--- config.mk ---
export PLATFORM = sky130hd
export DESIGN_NAME = hashed_buffer_cache_directory
export DESIGN_NICKNAME = d
export VERILOG_FILES = /design/src/sv/hbcd_pkg.sv /design/src/sv/hashed_buffer_cache_directory.sv
export SDC_FILE = /design/constraint.sdc
export NUM_CORES = 2
export LEC_CHECK = 0
export BUFFER_PORTS_ARGS = -buffer_cell sky130_fd_sc_hd__buf_2
export CAP_MARGIN = 20
export CORE_MARGIN = 5
export CORE_UTILIZATION = 25
export CTS_CLUSTER_DIAMETER = 80
export DETAILED_ROUTE_END_ITERATION = 16
export SKIP_CTS_REPAIR_TIMING = 1
export SYNTH_ARGS = -nofsm -noshare
export SYNTH_HDL_FRONTEND = slang
export SYNTH_SLANG_ARGS = --single-unit
--- constraint.sdc ---
create_clock -name clk -period 27.8 [get_ports clk]
set_clock_uncertainty 0.15 [all_clocks]
set_input_delay 4.17 -clock clk [delete_from_list [all_inputs] [get_ports clk]]
set_output_delay 4.17 -clock clk [all_outputs]
set_load 0.01 [all_outputs]
--- src/sv/hbcd_pkg.sv ---
// Package for the hashed buffer cache directory.
// Request and response payload types, directory entry type and command/status codes.
// No dependencies.
`timescale 1ns / 1ps
`default_nettype none

package hbcd_pkg;

    localparam logic [1:0] CMD_GET     = 2'd0;
    localparam logic [1:0] CMD_RELEASE = 2'd1;
    localparam logic [1:0] CMD_PIN     = 2'd2;
    localparam logic [1:0] CMD_NONE    = 2'd3;

    localparam logic [1:0] ST_HIT       = 2'd0;
    localparam logic [1:0] ST_MISS      = 2'd1;
    localparam logic [1:0] ST_NO_FREE   = 2'd2;
    localparam logic [1:0] ST_UNDERFLOW = 2'd3;

    localparam logic [7:0] COUNT_MAX = 8'hFF;

    typedef struct packed {
        logic [1:0]  command;
        logic [7:0]  device_id;
        logic [31:0] block_number;
        logic [3:0]  slot_bucket;
        logic [1:0]  slot_way;
        logic [31:0] now_tick;
    } req_t;

    typedef struct packed {
        logic [1:0] status;
        logic [3:0] out_bucket;
        logic [1:0] out_way;
        logic       needs_read;
    } rsp_t;

    typedef struct packed {
        logic [7:0]  device;
        logic [31:0] block;
        logic        valid;
        logic [7:0]  count;
        logic [31:0] stamp;
    } entry_t;

endpackage

`default_nettype wire

--- src/sv/hashed_buffer_cache_directory.sv ---
// Hashed buffer cache directory: bucket memory, hash unit, lookup/replacement sequencer.
// Depends on hbcd_pkg.
//
//   channel | dir | handshake              | payload
//   --------+-----+------------------------+----------------
//   req     | in  | req_valid / req_stall  | hbcd_pkg::req_t
//   rsp     | out | rsp_valid / rsp_stall  | hbcd_pkg::rsp_t
//
// One item at a time. Release/pin/unknown go through row read, lookup and write-back.
// Get adds the block-number-modulo-BUCKETS hash before the row read, one byte per step,
// and on a miss a victim search after the lookup that visits one way per cycle.
// Each bucket is one memory row, read through a register and written back whole.
// Reset clears per-bucket valid flags at once; a bucket never written reads as zero.
// A stalled response holds in the output register; the next request is still taken.
`timescale 1ns / 1ps
`default_nettype none

module hashed_buffer_cache_directory #(
    parameter int BUCKETS = 13,
    parameter int WAYS    = 3
) (
    input  wire logic          clk,
    input  wire logic          rst_n,
    input  wire logic          req_valid,
    output logic               req_stall,
    input  wire hbcd_pkg::req_t req,
    output logic               rsp_valid,
    input  wire logic          rsp_stall,
    output hbcd_pkg::rsp_t     rsp
);
    import hbcd_pkg::*;

    localparam int BW = (BUCKETS > 1) ? $clog2(BUCKETS) : 1;
    localparam int WW = (WAYS > 1) ? $clog2(WAYS) : 1;
    localparam logic [BW+7:0] BMOD = (BW+8)'(BUCKETS);

    typedef entry_t [WAYS-1:0] row_t;

    typedef enum logic [5:0] {
        S_IDLE   = 6'b000001,
        S_HASH   = 6'b000010,
        S_READ   = 6'b000100,
        S_LOOK   = 6'b001000,
        S_SCAN   = 6'b010000,
        S_FINISH = 6'b100000
    } state_t;

    // one restoring step of (256*r + b) mod BUCKETS, r already reduced
    function automatic logic [BW-1:0] mod_step(input logic [BW-1:0] r, input logic [7:0] b);
        logic [BW+7:0] v;
        v = {r, b};
        for (int k = 7; k >= 0; k--) begin
            if (v >= (BMOD << k))
                v = v - (BMOD << k);
        end
        return v[BW-1:0];
    endfunction

    function automatic logic slot_ok(input logic [3:0] b, input logic [1:0] w);
        return (7'(b) < 7'(BUCKETS)) && (5'(w) < 5'(WAYS));
    endfunction

    function automatic logic [7:0] sat_inc(input logic [7:0] c);
        return (c == COUNT_MAX) ? c : c + 8'd1;
    endfunction

    state_t          state_reg, state_next;
    req_t            req_reg, req_next;
    logic [BW-1:0]   row_reg, row_next;
    logic [1:0]      hash_cnt_reg, hash_cnt_next;
    logic [WW-1:0]   scan_way_reg, scan_way_next;
    logic            found_reg, found_next;
    logic [31:0]     best_reg, best_next;
    logic [WW-1:0]   pick_reg, pick_next;
    logic            wr_en_reg, wr_en_next;
    row_t            wr_row_reg, wr_row_next;
    rsp_t            res_reg, res_next;
    logic            out_valid_reg, out_valid_next;
    rsp_t            out_reg;
    logic [BUCKETS-1:0] row_init_reg;

    row_t            mem [BUCKETS];
    row_t            rd_data_reg;
    logic            rd_init_reg;
    row_t            cur_row;

    logic            out_load;
    logic            mem_we;
    logic            hit;
    logic [WW-1:0]   hit_way;
    logic            take;
    logic            fin_found;
    logic [WW-1:0]   fin_pick;
    logic [WW-1:0]   slot_wi;
    entry_t          e;

    assign cur_row   = rd_init_reg ? rd_data_reg : '0;
    assign req_stall = (state_reg != S_IDLE);
    assign rsp_valid = out_valid_reg;
    assign rsp       = out_reg;
    assign out_load  = (state_reg == S_FINISH) && !(out_valid_reg && rsp_stall);
    assign mem_we    = out_load && wr_en_reg;
    assign slot_wi   = WW'(req_reg.slot_way);

    // tag match ignores valid; lowest way wins
    always_comb
    begin
        hit     = 1'b0;
        hit_way = '0;
        for (int w = WAYS - 1; w >= 0; w--) begin
            if (cur_row[w].device == req_reg.device_id && cur_row[w].block == req_reg.block_number)
            begin
                hit     = 1'b1;
                hit_way = WW'(w);
            end
        end
    end

    always_comb
    begin
        take      = (cur_row[scan_way_reg].count == 8'd0) &&
                    (!found_reg || cur_row[scan_way_reg].stamp < best_reg);
        fin_found = found_reg || take;
        fin_pick  = take ? scan_way_reg : pick_reg;
    end

    always_comb
    begin
        state_next     = state_reg;
        req_next       = req_reg;
        row_next       = row_reg;
        hash_cnt_next  = hash_cnt_reg;
        scan_way_next  = scan_way_reg;
        found_next     = found_reg;
        best_next      = best_reg;
        pick_next      = pick_reg;
        wr_en_next     = wr_en_reg;
        wr_row_next    = wr_row_reg;
        res_next       = res_reg;
        e              = '0;

        unique case (state_reg)
            S_IDLE:
            begin
                if (req_valid)
                begin
                    req_next      = req;
                    hash_cnt_next = '0;
                    if (req.command == CMD_GET)
                    begin
                        row_next   = '0;
                        state_next = S_HASH;
                    end
                    else
                    begin
                        row_next = (req.command != CMD_NONE &&
                                    slot_ok(req.slot_bucket, req.slot_way))
                                   ? BW'(req.slot_bucket) : '0;
                        state_next = S_READ;
                    end
                end
            end
            S_HASH:
            begin
                // most significant byte first
                row_next      = mod_step(row_reg, req_reg.block_number[{~hash_cnt_reg, 3'b000} +: 8]);
                hash_cnt_next = hash_cnt_reg + 2'd1;
                if (hash_cnt_reg == 2'd3)
                    state_next = S_READ;
            end
            S_READ:
            begin
                state_next = S_LOOK;
            end
            S_LOOK:
            begin
                wr_en_next  = 1'b0;
                wr_row_next = cur_row;
                res_next    = '{status: ST_HIT, out_bucket: 4'(row_reg), out_way: 2'd0,
                                needs_read: 1'b0};
                state_next  = S_FINISH;
                unique case (req_reg.command)
                    CMD_GET:
                    begin
                        if (hit)
                        begin
                            e        = cur_row[hit_way];
                            e.count  = sat_inc(e.count);
                            e.stamp  = req_reg.now_tick;
                            e.valid  = 1'b1;
                            wr_row_next[hit_way] = e;
                            wr_en_next           = 1'b1;
                            res_next.out_way     = 2'(hit_way);
                            res_next.needs_read  = !cur_row[hit_way].valid;
                        end
                        else
                        begin
                            found_next    = 1'b0;
                            best_next     = '0;
                            pick_next     = '0;
                            scan_way_next = '0;
                            state_next    = S_SCAN;
                        end
                    end
                    CMD_RELEASE, CMD_PIN:
                    begin
                        res_next.out_bucket = req_reg.slot_bucket;
                        res_next.out_way    = req_reg.slot_way;
                        if (slot_ok(req_reg.slot_bucket, req_reg.slot_way))
                        begin
                            e = cur_row[slot_wi];
                            if (req_reg.command == CMD_PIN)
                            begin
                                e.count    = sat_inc(e.count);
                                wr_en_next = 1'b1;
                            end
                            else if (e.count == 8'd0)
                                res_next.status = ST_UNDERFLOW;
                            else
                            begin
                                e.count    = e.count - 8'd1;
                                wr_en_next = 1'b1;
                            end
                            wr_row_next[slot_wi] = e;
                        end
                    end
                    default:
                    begin
                        res_next = '0;
                    end
                endcase
            end
            S_SCAN:
            begin
                if (take)
                begin
                    found_next = 1'b1;
                    best_next  = cur_row[scan_way_reg].stamp;
                    pick_next  = scan_way_reg;
                end
                scan_way_next = scan_way_reg + WW'(1);
                if (scan_way_reg == WW'(WAYS - 1))
                begin
                    state_next = S_FINISH;
                    if (fin_found)
                    begin
                        e = '{device: req_reg.device_id, block: req_reg.block_number,
                              valid: 1'b1, count: 8'd1, stamp: req_reg.now_tick};
                        wr_row_next[fin_pick] = e;
                        wr_en_next            = 1'b1;
                        res_next.status       = ST_MISS;
                        res_next.out_way      = 2'(fin_pick);
                        res_next.needs_read   = 1'b1;
                    end
                    else
                    begin
                        wr_en_next          = 1'b0;
                        res_next.status     = ST_NO_FREE;
                        res_next.out_way    = 2'd0;
                        res_next.needs_read = 1'b0;
                    end
                end
            end
            S_FINISH:
            begin
                if (out_load)
                    state_next = S_IDLE;
            end
            default:
            begin
                state_next = S_IDLE;
            end
        endcase
    end

    always_comb
    begin
        priority if (out_load)
            out_valid_next = 1'b1;
        else if (out_valid_reg && !rsp_stall)
            out_valid_next = 1'b0;
        else
            out_valid_next = out_valid_reg;
    end

    always_ff @(posedge clk or negedge rst_n)
    begin
        if (!rst_n)
        begin
            state_reg     <= S_IDLE;
            out_valid_reg <= 1'b0;
            row_init_reg  <= '0;
            hash_cnt_reg  <= '0;
            scan_way_reg  <= '0;
            found_reg     <= 1'b0;
            wr_en_reg     <= 1'b0;
        end
        else
        begin
            state_reg     <= state_next;
            out_valid_reg <= out_valid_next;
            hash_cnt_reg  <= hash_cnt_next;
            scan_way_reg  <= scan_way_next;
            found_reg     <= found_next;
            wr_en_reg     <= wr_en_next;
            if (mem_we)
                row_init_reg[row_reg] <= 1'b1;
        end
    end

    always_ff @(posedge clk)
    begin
        req_reg    <= req_next;
        row_reg    <= row_next;
        best_reg   <= best_next;
        pick_reg   <= pick_next;
        wr_row_reg <= wr_row_next;
        res_reg    <= res_next;
        if (out_load)
            out_reg <= res_reg;
    end

    // bucket memory: one row per bucket, registered read
    always_ff @(posedge clk)
    begin
        if (mem_we)
            mem[row_reg] <= wr_row_reg;
        rd_data_reg <= mem[row_reg];
    end

    always_ff @(posedge clk or negedge rst_n)
    begin
        if (!rst_n)
            rd_init_reg <= 1'b0;
        else
            rd_init_reg <= row_init_reg[row_reg];
    end

    a_hash_in_range: assert property (@(posedge clk) disable iff (!rst_n)
        (state_reg == S_READ) |-> (7'(row_reg) < 7'(BUCKETS)))
        else $error("bucket index out of range after hash");

    a_take_one: assert property (@(posedge clk) disable iff (!rst_n)
        (req_valid && !req_stall) |=> req_stall)
        else $error("second request taken while busy");

    a_finish_holds: assert property (@(posedge clk) disable iff (!rst_n)
        (state_reg == S_FINISH && out_valid_reg && rsp_stall) |=>
        (state_reg == S_FINISH && $stable(res_reg)))
        else $error("result lost while output stalled");

    a_miss_reads: assert property (@(posedge clk) disable iff (!rst_n)
        (out_load && res_reg.status == ST_MISS) |-> (wr_en_reg && res_reg.needs_read))
        else $error("miss without allocation or read flag");

    a_nofree_quiet: assert property (@(posedge clk) disable iff (!rst_n)
        (out_load && (res_reg.status == ST_NO_FREE || res_reg.status == ST_UNDERFLOW))
        |-> !mem_we)
        else $error("directory written on a failed command");

endmodule

`default_nettype wire
Word level (Yosys, flattened, before mapping) --
Memory sizes are Yosys's and may differ from the RTL's. A register that Yosys moved wholly into a read port is not among the register bits. Index checks and enable logic that the tools add are counted.
Storage, ports and cells: flip-flop bits (word level) 406, memory bits (writable) 3159, logic and storage cells 249, memories kept 1
Memory list:
- mem | depth 13, width 243, rd ports 1, clocked after memory_dff 1, write ports 1, RTL line hashed_buffer_cache_directory.sv:82 | row_t mem [BUCKETS];
Operators by class: add/subtract/negate cells 13, order comparisons 22, equal/unequal tests 28, shift-type cells 1, mux-type cells 106, bitwise operators 2, reductions and logical operators 36
Operator list (number):
- two-way mux 243 bit | 5
- one-hot mux 243 bit (2 select lines) | 2
- bitwise mux 243 bit | 3
- binary-select mux 81 bit (select 2 bit) | 3
- demux 81 bit (select 2 bit) | 3
- two-way mux 81 bit | 5
- two-way mux 12 bit | 14
- == test 32 bit | 3
- two-way mux 32 bit | 3
- one-hot mux 32 bit (2 select lines) | 1
- two-way mux 8 bit | 7
- two-way mux 40 bit | 1
- two-way mux 6 bit | 6
- one-hot mux 6 bit (6 select lines) | 1
- less-than comparator 32 bit | 1
- indexed part select 32 x 6 -> 8 bit | 1
- == test 8 bit | 3
- two-way mux 2 bit | 12
- one-hot mux 2 bit (2 select lines) | 5
- two-way mux 1 bit | 19
- adder 8 x 1 -> 8 bit (second input constant) | 2
- == test 8 bit (second input constant) | 2
- logical NOT 8 bit | 2
- two-way mux 4 bit | 4
- 53 further kinds | 100

Depth between registers and ports, before layout --
word-level depth 26, depth in mapped cells 30, depth with buffers taken out 26

Worst setup path after synthesis --
OpenSTA, ideal clock, no wires.
path type input to register, start point input port rsp_stall, end point register row_init_reg[0], setup time 171 ps, arrival 23048 ps, required time 27479 ps, slack 4431 ps, cell stages on the path 5, path buffers 0, path through a21oi_1 -> nand2_1 -> or3_1 -> nor3_1 -> or2_2
Between the ends: word-level cells in the longest chain between the ends 4
Ends and longest elaborated chain:
- start, declared | RTL line hashed_buffer_cache_directory.sv:28 | input wire logic rsp_stall,
- logical AND 1 bit | RTL line hashed_buffer_cache_directory.sv:101 | assign out_load = (state_reg == S_FINISH) && !(out_valid_reg && rsp_stall);
- logical NOT 1 bit | RTL line hashed_buffer_cache_directory.sv:101
- logical AND 1 bit | RTL line hashed_buffer_cache_directory.sv:101
- logical AND 1 bit | RTL line hashed_buffer_cache_directory.sv:102 | assign mem_we = out_load && wr_en_reg;
- end signal, assigned | RTL line hashed_buffer_cache_directory.sv:292 | row_init_reg <= '0;
- end signal, assigned by index | RTL line hashed_buffer_cache_directory.sv:307 | row_init_reg[row_reg] <= 1'b1;
- end, declared | RTL line hashed_buffer_cache_directory.sv:80 | logic [BUCKETS-1:0] row_init_reg;
No other way between the ends. A chain may end at the register's enable or synchronous reset.

Worst setup path in the final report --
start point input port rsp_stall, end point memory mem[12][31] (netlist bit) (enable)
Between the ends: word-level cells in the longest chain between the ends 6
Ends and longest elaborated chain:
- logical AND 1 bit | RTL line hashed_buffer_cache_directory.sv:101
- logical NOT 1 bit | RTL line hashed_buffer_cache_directory.sv:101
- logical AND 1 bit | RTL line hashed_buffer_cache_directory.sv:101
- via out_load | RTL line hashed_buffer_cache_directory.sv:87 | logic out_load;
- logical AND 1 bit | RTL line hashed_buffer_cache_directory.sv:102
- two-way mux 1 bit | RTL line hashed_buffer_cache_directory.sv:326 | if (mem_we)
- two-way mux 1 bit (implied by the code) | RTL line hashed_buffer_cache_directory.sv:327 | mem[row_reg] <= wr_row_reg;
- end, declared | RTL line hashed_buffer_cache_directory.sv:82
The timed path passes the listed nets, and every way through them passes these cells.

==> impl.org <==
** Min path
- The worst hold path was traced through 0 stages.
- The path class of the tightest hold or removal check is flop to flop.

** Global route
- The initial antenna violation count is 18.
- Total global routing overflow :: 0
- Global routing usage summed across all routing layers :: 12.30%
- The via count of the first global-routing pass came to 76,090.
- Pin count of the biggest net entering global routing :: about 130
- The first global-routing pass estimated approximately 560,000 um of wire.

** Cells and area
- The register with the most flip-flops in the layout has approximately 3,200 of them.
- Compared with the post-synthesis result, the final layout area differs by 14.48%.
- Number of cells in the finished layout apart from fillers :: 15,560
- Share of layout cells above drive strength 1 :: between 20% and 30%
- In the final design database the tool counted 7,568 nets.
- Once layout is complete, the utilization of the core stands at roughly 29%.

** Critical path
- Across all register-to-register paths, the minimum setup slack is roughly 19 ns.
- Type of element launching the critical path :: input pin
- CP Max Fanout :: around 100
- The cell family contributing the most delay on the critical path is buffers and inverters.
- Walking the worst path, the cells encountered are buf_2 > a21oi_2 > buf_4 > nand2_1 > or3_1 > nor2_4 > buf_4 > buf_12 > buf_4.
- WP buf/inv :: 5
- Worst stage delay on the critical path :: 0.88 ns
- Data required time of the worst path :: ~28 ns
- Among the stages of the critical path, the cell type that occurs most often is buf_4.
- The critical path runs through a total of 9 cells.
- Among all stages on the critical path, the largest delay is contributed by nor2_4.
- The critical path is of the input pin to flop type.
- R2R depth :: 25
- STA classifies the critical path endpoint as a flop.
- STA puts the critical path data arrival time at 8.98 ns.

** Synthesis
- For this run, asynchronously set or reset flops after synthesis account for less than 1%.
- Synthesis inferred 3,808 register bits.
- Sequential cells were found to cover between 70% and 80% of the synthesized design area.
- The Yosys step of the flow raised 0 warnings.
- Syn Std Cell Area :: 148,300 um^2
- Synthesized area per cell :: around 20 um^2
- Post-Syn Instances :: slightly above 7,000
- The most used flip-flop cell after synthesis is edfxtp_1.
- Synthesis produced a netlist with a net count of between 7,000 and 8,000.
- The synthesized netlist contains 100 unique library cells.
- EDFF count, synth :: approximately 3,500

** Timing
- The final number of max-transition violations came to 0.
- Total of endpoints with negative setup slack in the final report :: 0
- At the pin with the least slew margin, the transition time is between 1 and 1.5 ns.
- Headroom to the max-slew limit came out at ~17%.
- Dividing the final minimum period by the clock period gives between 30% and 40%.
- Shortest clock period the worst path allows after layout :: roughly 8.6 ns
- Aggregate negative setup slack :: 0 ns
- Timing would allow up to 116.1 MHz.
- Unrepaired setup endpoints after global routing :: no
- Number of failing hold endpoints at the final stage :: 0

** Clocking
- Buffer levels on the longest clock path :: 4
- TritonCTS built the clock tree.
- CTS placed an instance of clkbuf_16 at the clock tree root.
- After clock tree synthesis, the clock-pin slew on the worst setup and hold paths is around 0.060 ns.
- The number of clock buffers added by TritonCTS is 337.
- The tree built by TritonCTS fans out to between 3,000 and 4,000 sinks.
- H-tree lvl count :: 5
- The clock reaches the later pin of the worst-skew pair after about 0.91 ns.

** Pwr
- Summed over all cells, the static leakage comes to 52.02 nW.
- Total power divided by cell area :: between 90 and 100 nW/um^2
- The worst-case IR drop observed on VDD is roughly 0.00012 V.

** Detailed routing
- After the first detailed-routing iteration, the DRC count stood at 10,220.
- Once detail routing completed, the nets flagged for antenna violations numbered 0.
- Via-per-instance ratio :: 4.899
- Total detailed-routing wirelength :: 390,300 um
- In the routed design, unresolved DRC markers number 0.
- Detailed-router iteration count before antenna repair :: 6
- In the final routed layout, each cell accounts on average for between 20 and 30 um.
- Across all layers, the routed design uses about 76,000 vias.

** Flow run
- Maximum capacitance violations :: 0

** Die
- The die is 780.2 um tall.
- Pin placement for this block handled between 90 and 100 I/O pins.
- FP Rows :: between 200 and 300
- The die is about 800 um wide.
- Die area :: a little over 600,000 um^2
- Area inside the core boundary :: roughly 590,000 um^2
- Starting density of the core :: approximately a quarter

** Outcome
- Result of the run :: complete, no violations

** Placement
- In this run the tool buffered the top-level ports with 94 buffer cells.
- The congestion estimate from routability-driven global placement came to roughly 0.86.
- After legalization and detailed placement, the total HPWL measured approximately 210,000 um.
- Counting tap cells, the placed design contains a total of roughly 15,000 instances.
-- through the flow --
step	hold WS (ns)	power (W)	area, um^2	setup WS, ns
after floorplan	0.2503	0.009833	148300	4.431
after global placement	0.2502	0.01096	158700	18.29
after global routing	0.2745	0.01630	169800	18.94
after detailed placement	0.2561	0.01103	158800	18.26
final	0.2748	0.01567	169800	19.19
after CTS	0.2730	0.01574	169700	19.23
-- report_power, final --
group	total [W]	switching [W]	internal [W]
clock network	0.00471	0.00208	0.00263
registers	0.00712	0.000543	0.00658
logic	0.00384	0.00212	0.00172
total	0.0157	0.00474	0.0109
-- area by class of cell --
type	count	area, um^2
Sequential cell	3808	111800
Clock buffer	463	9405
Tap cell	7837	9806
Inverter	71	279.0
Clock inverter	146	1546
Antenna cell	9	22.52
Fill cell	57530	423000
Multi-Input combinational cell	2953	34880
Timing Repair Buffer	271	2059
-- logic make-up after synthesis --
kind of cell             share of synthesized area [%]
adder cells (fa/ha/maj)                         0.3754
buffers and inverters                            1.271
XOR/XNOR                                        0.4961
flip-flops                                       75.37
AO/OA/AOI/OAI                                    3.922
multiplexers                                     15.67
AND/OR/NAND/NOR                                  2.896
-- synthesized netlist by cell type, types with 14 or more instances --
| master | count | share of area, % |
|---|---|---|
| clkbuf_1 | 317 | 0.80 |
| mux2_2 | 15 | 0.11 |
| and3_1 | 21 | 0.089 |
| a22o_1 | 181 | 1.1 |
| dfrtp_1 | 26 | 0.44 |
| dfxtp_1 | 243 | 3.3 |
| a31oi_1 | 29 | 0.12 |
| o21ai_0 | 241 | 0.81 |
| a21o_1 | 29 | 0.15 |
| nor2_1 | 250 | 0.63 |
| and2_1 | 15 | 0.063 |
| ha_1 | 42 | 0.35 |
| inv_1 | 71 | 0.18 |
| edfxtp_1 | 3538 | 72 |
| nand3b_1 | 52 | 0.26 |
| xor2_1 | 24 | 0.14 |
| nand2b_1 | 16 | 0.067 |
| a21oi_1 | 125 | 0.42 |
| nor3_1 | 74 | 0.25 |
| mux4_2 | 982 | 15 |
| nand2_1 | 254 | 0.64 |
| xnor2_1 | 60 | 0.35 |
| o211ai_1 | 14 | 0.071 |
| nor4_1 | 25 | 0.11 |
| buf_1 | 94 | 0.24 |
| o22ai_1 | 28 | 0.12 |
| a32oi_1 | 15 | 0.089 |
| or2_2 | 19 | 0.080 |
| a22oi_1 | 51 | 0.26 |
| mux2i_1 | 92 | 0.62 |
| nand3_1 | 76 | 0.26 |
-- layout by cell type (no fill, tap or decap), types with 16 or more instances in the layout --
cell,synthesis,final
a22oi_1,51,51
clkbuf_1,317,84
dfxtp_1,243,243
clkinv_2,0,49
nand3_1,76,76
or2_2,19,19
nand2_1,254,254
clkbuf_16,0,344
a21o_1,29,29
and3_1,21,21
nor4_1,25,25
a21oi_1,125,117
buf_12,0,17
buf_2,7,94
mux4_2,982,982
a22o_1,181,181
inv_1,71,68
a31oi_1,29,29
xnor2_1,60,60
xor2_1,24,24
clkbuf_8,0,35
edfxtp_1,3538,3538
buf_4,1,156
bufinv_16,0,27
clkinv_1,0,39
nor3_1,74,69
o21ai_0,241,239
nand2b_1,16,16
dfrtp_1,26,23
o22ai_1,28,28
mux2i_1,92,92
nand3b_1,52,52
nor2_1,250,237
ha_1,42,41
-- routing by layer --
layer | global-route usage (%) | vias to the layer above | part of all wire [%]
met3 | 3.095 | 657 | 11
li1 | - | 30530 | -
met5 | 0 | - | 0.015
met2 | 18.40 | 4157 | 44
met1 | 17.93 | 40860 | 43
met4 | 2.871 | 8 | 2.4
-- worst paths after layout --
path	start	end
setup / recovery	rsp_stall	mem[12][31]
hold / removal	res_reg[1]	rsp[1]
setup reg to reg	scan_way_reg[1]	wr_row_reg[64]
hold reg to reg	res_reg[1]	rsp[1]
max in group asynchronous	rst_n	rd_init_reg
min in group asynchronous	rst_n	hash_cnt_reg[0]
Note: power is estimated with default switching activity, not from simulation.
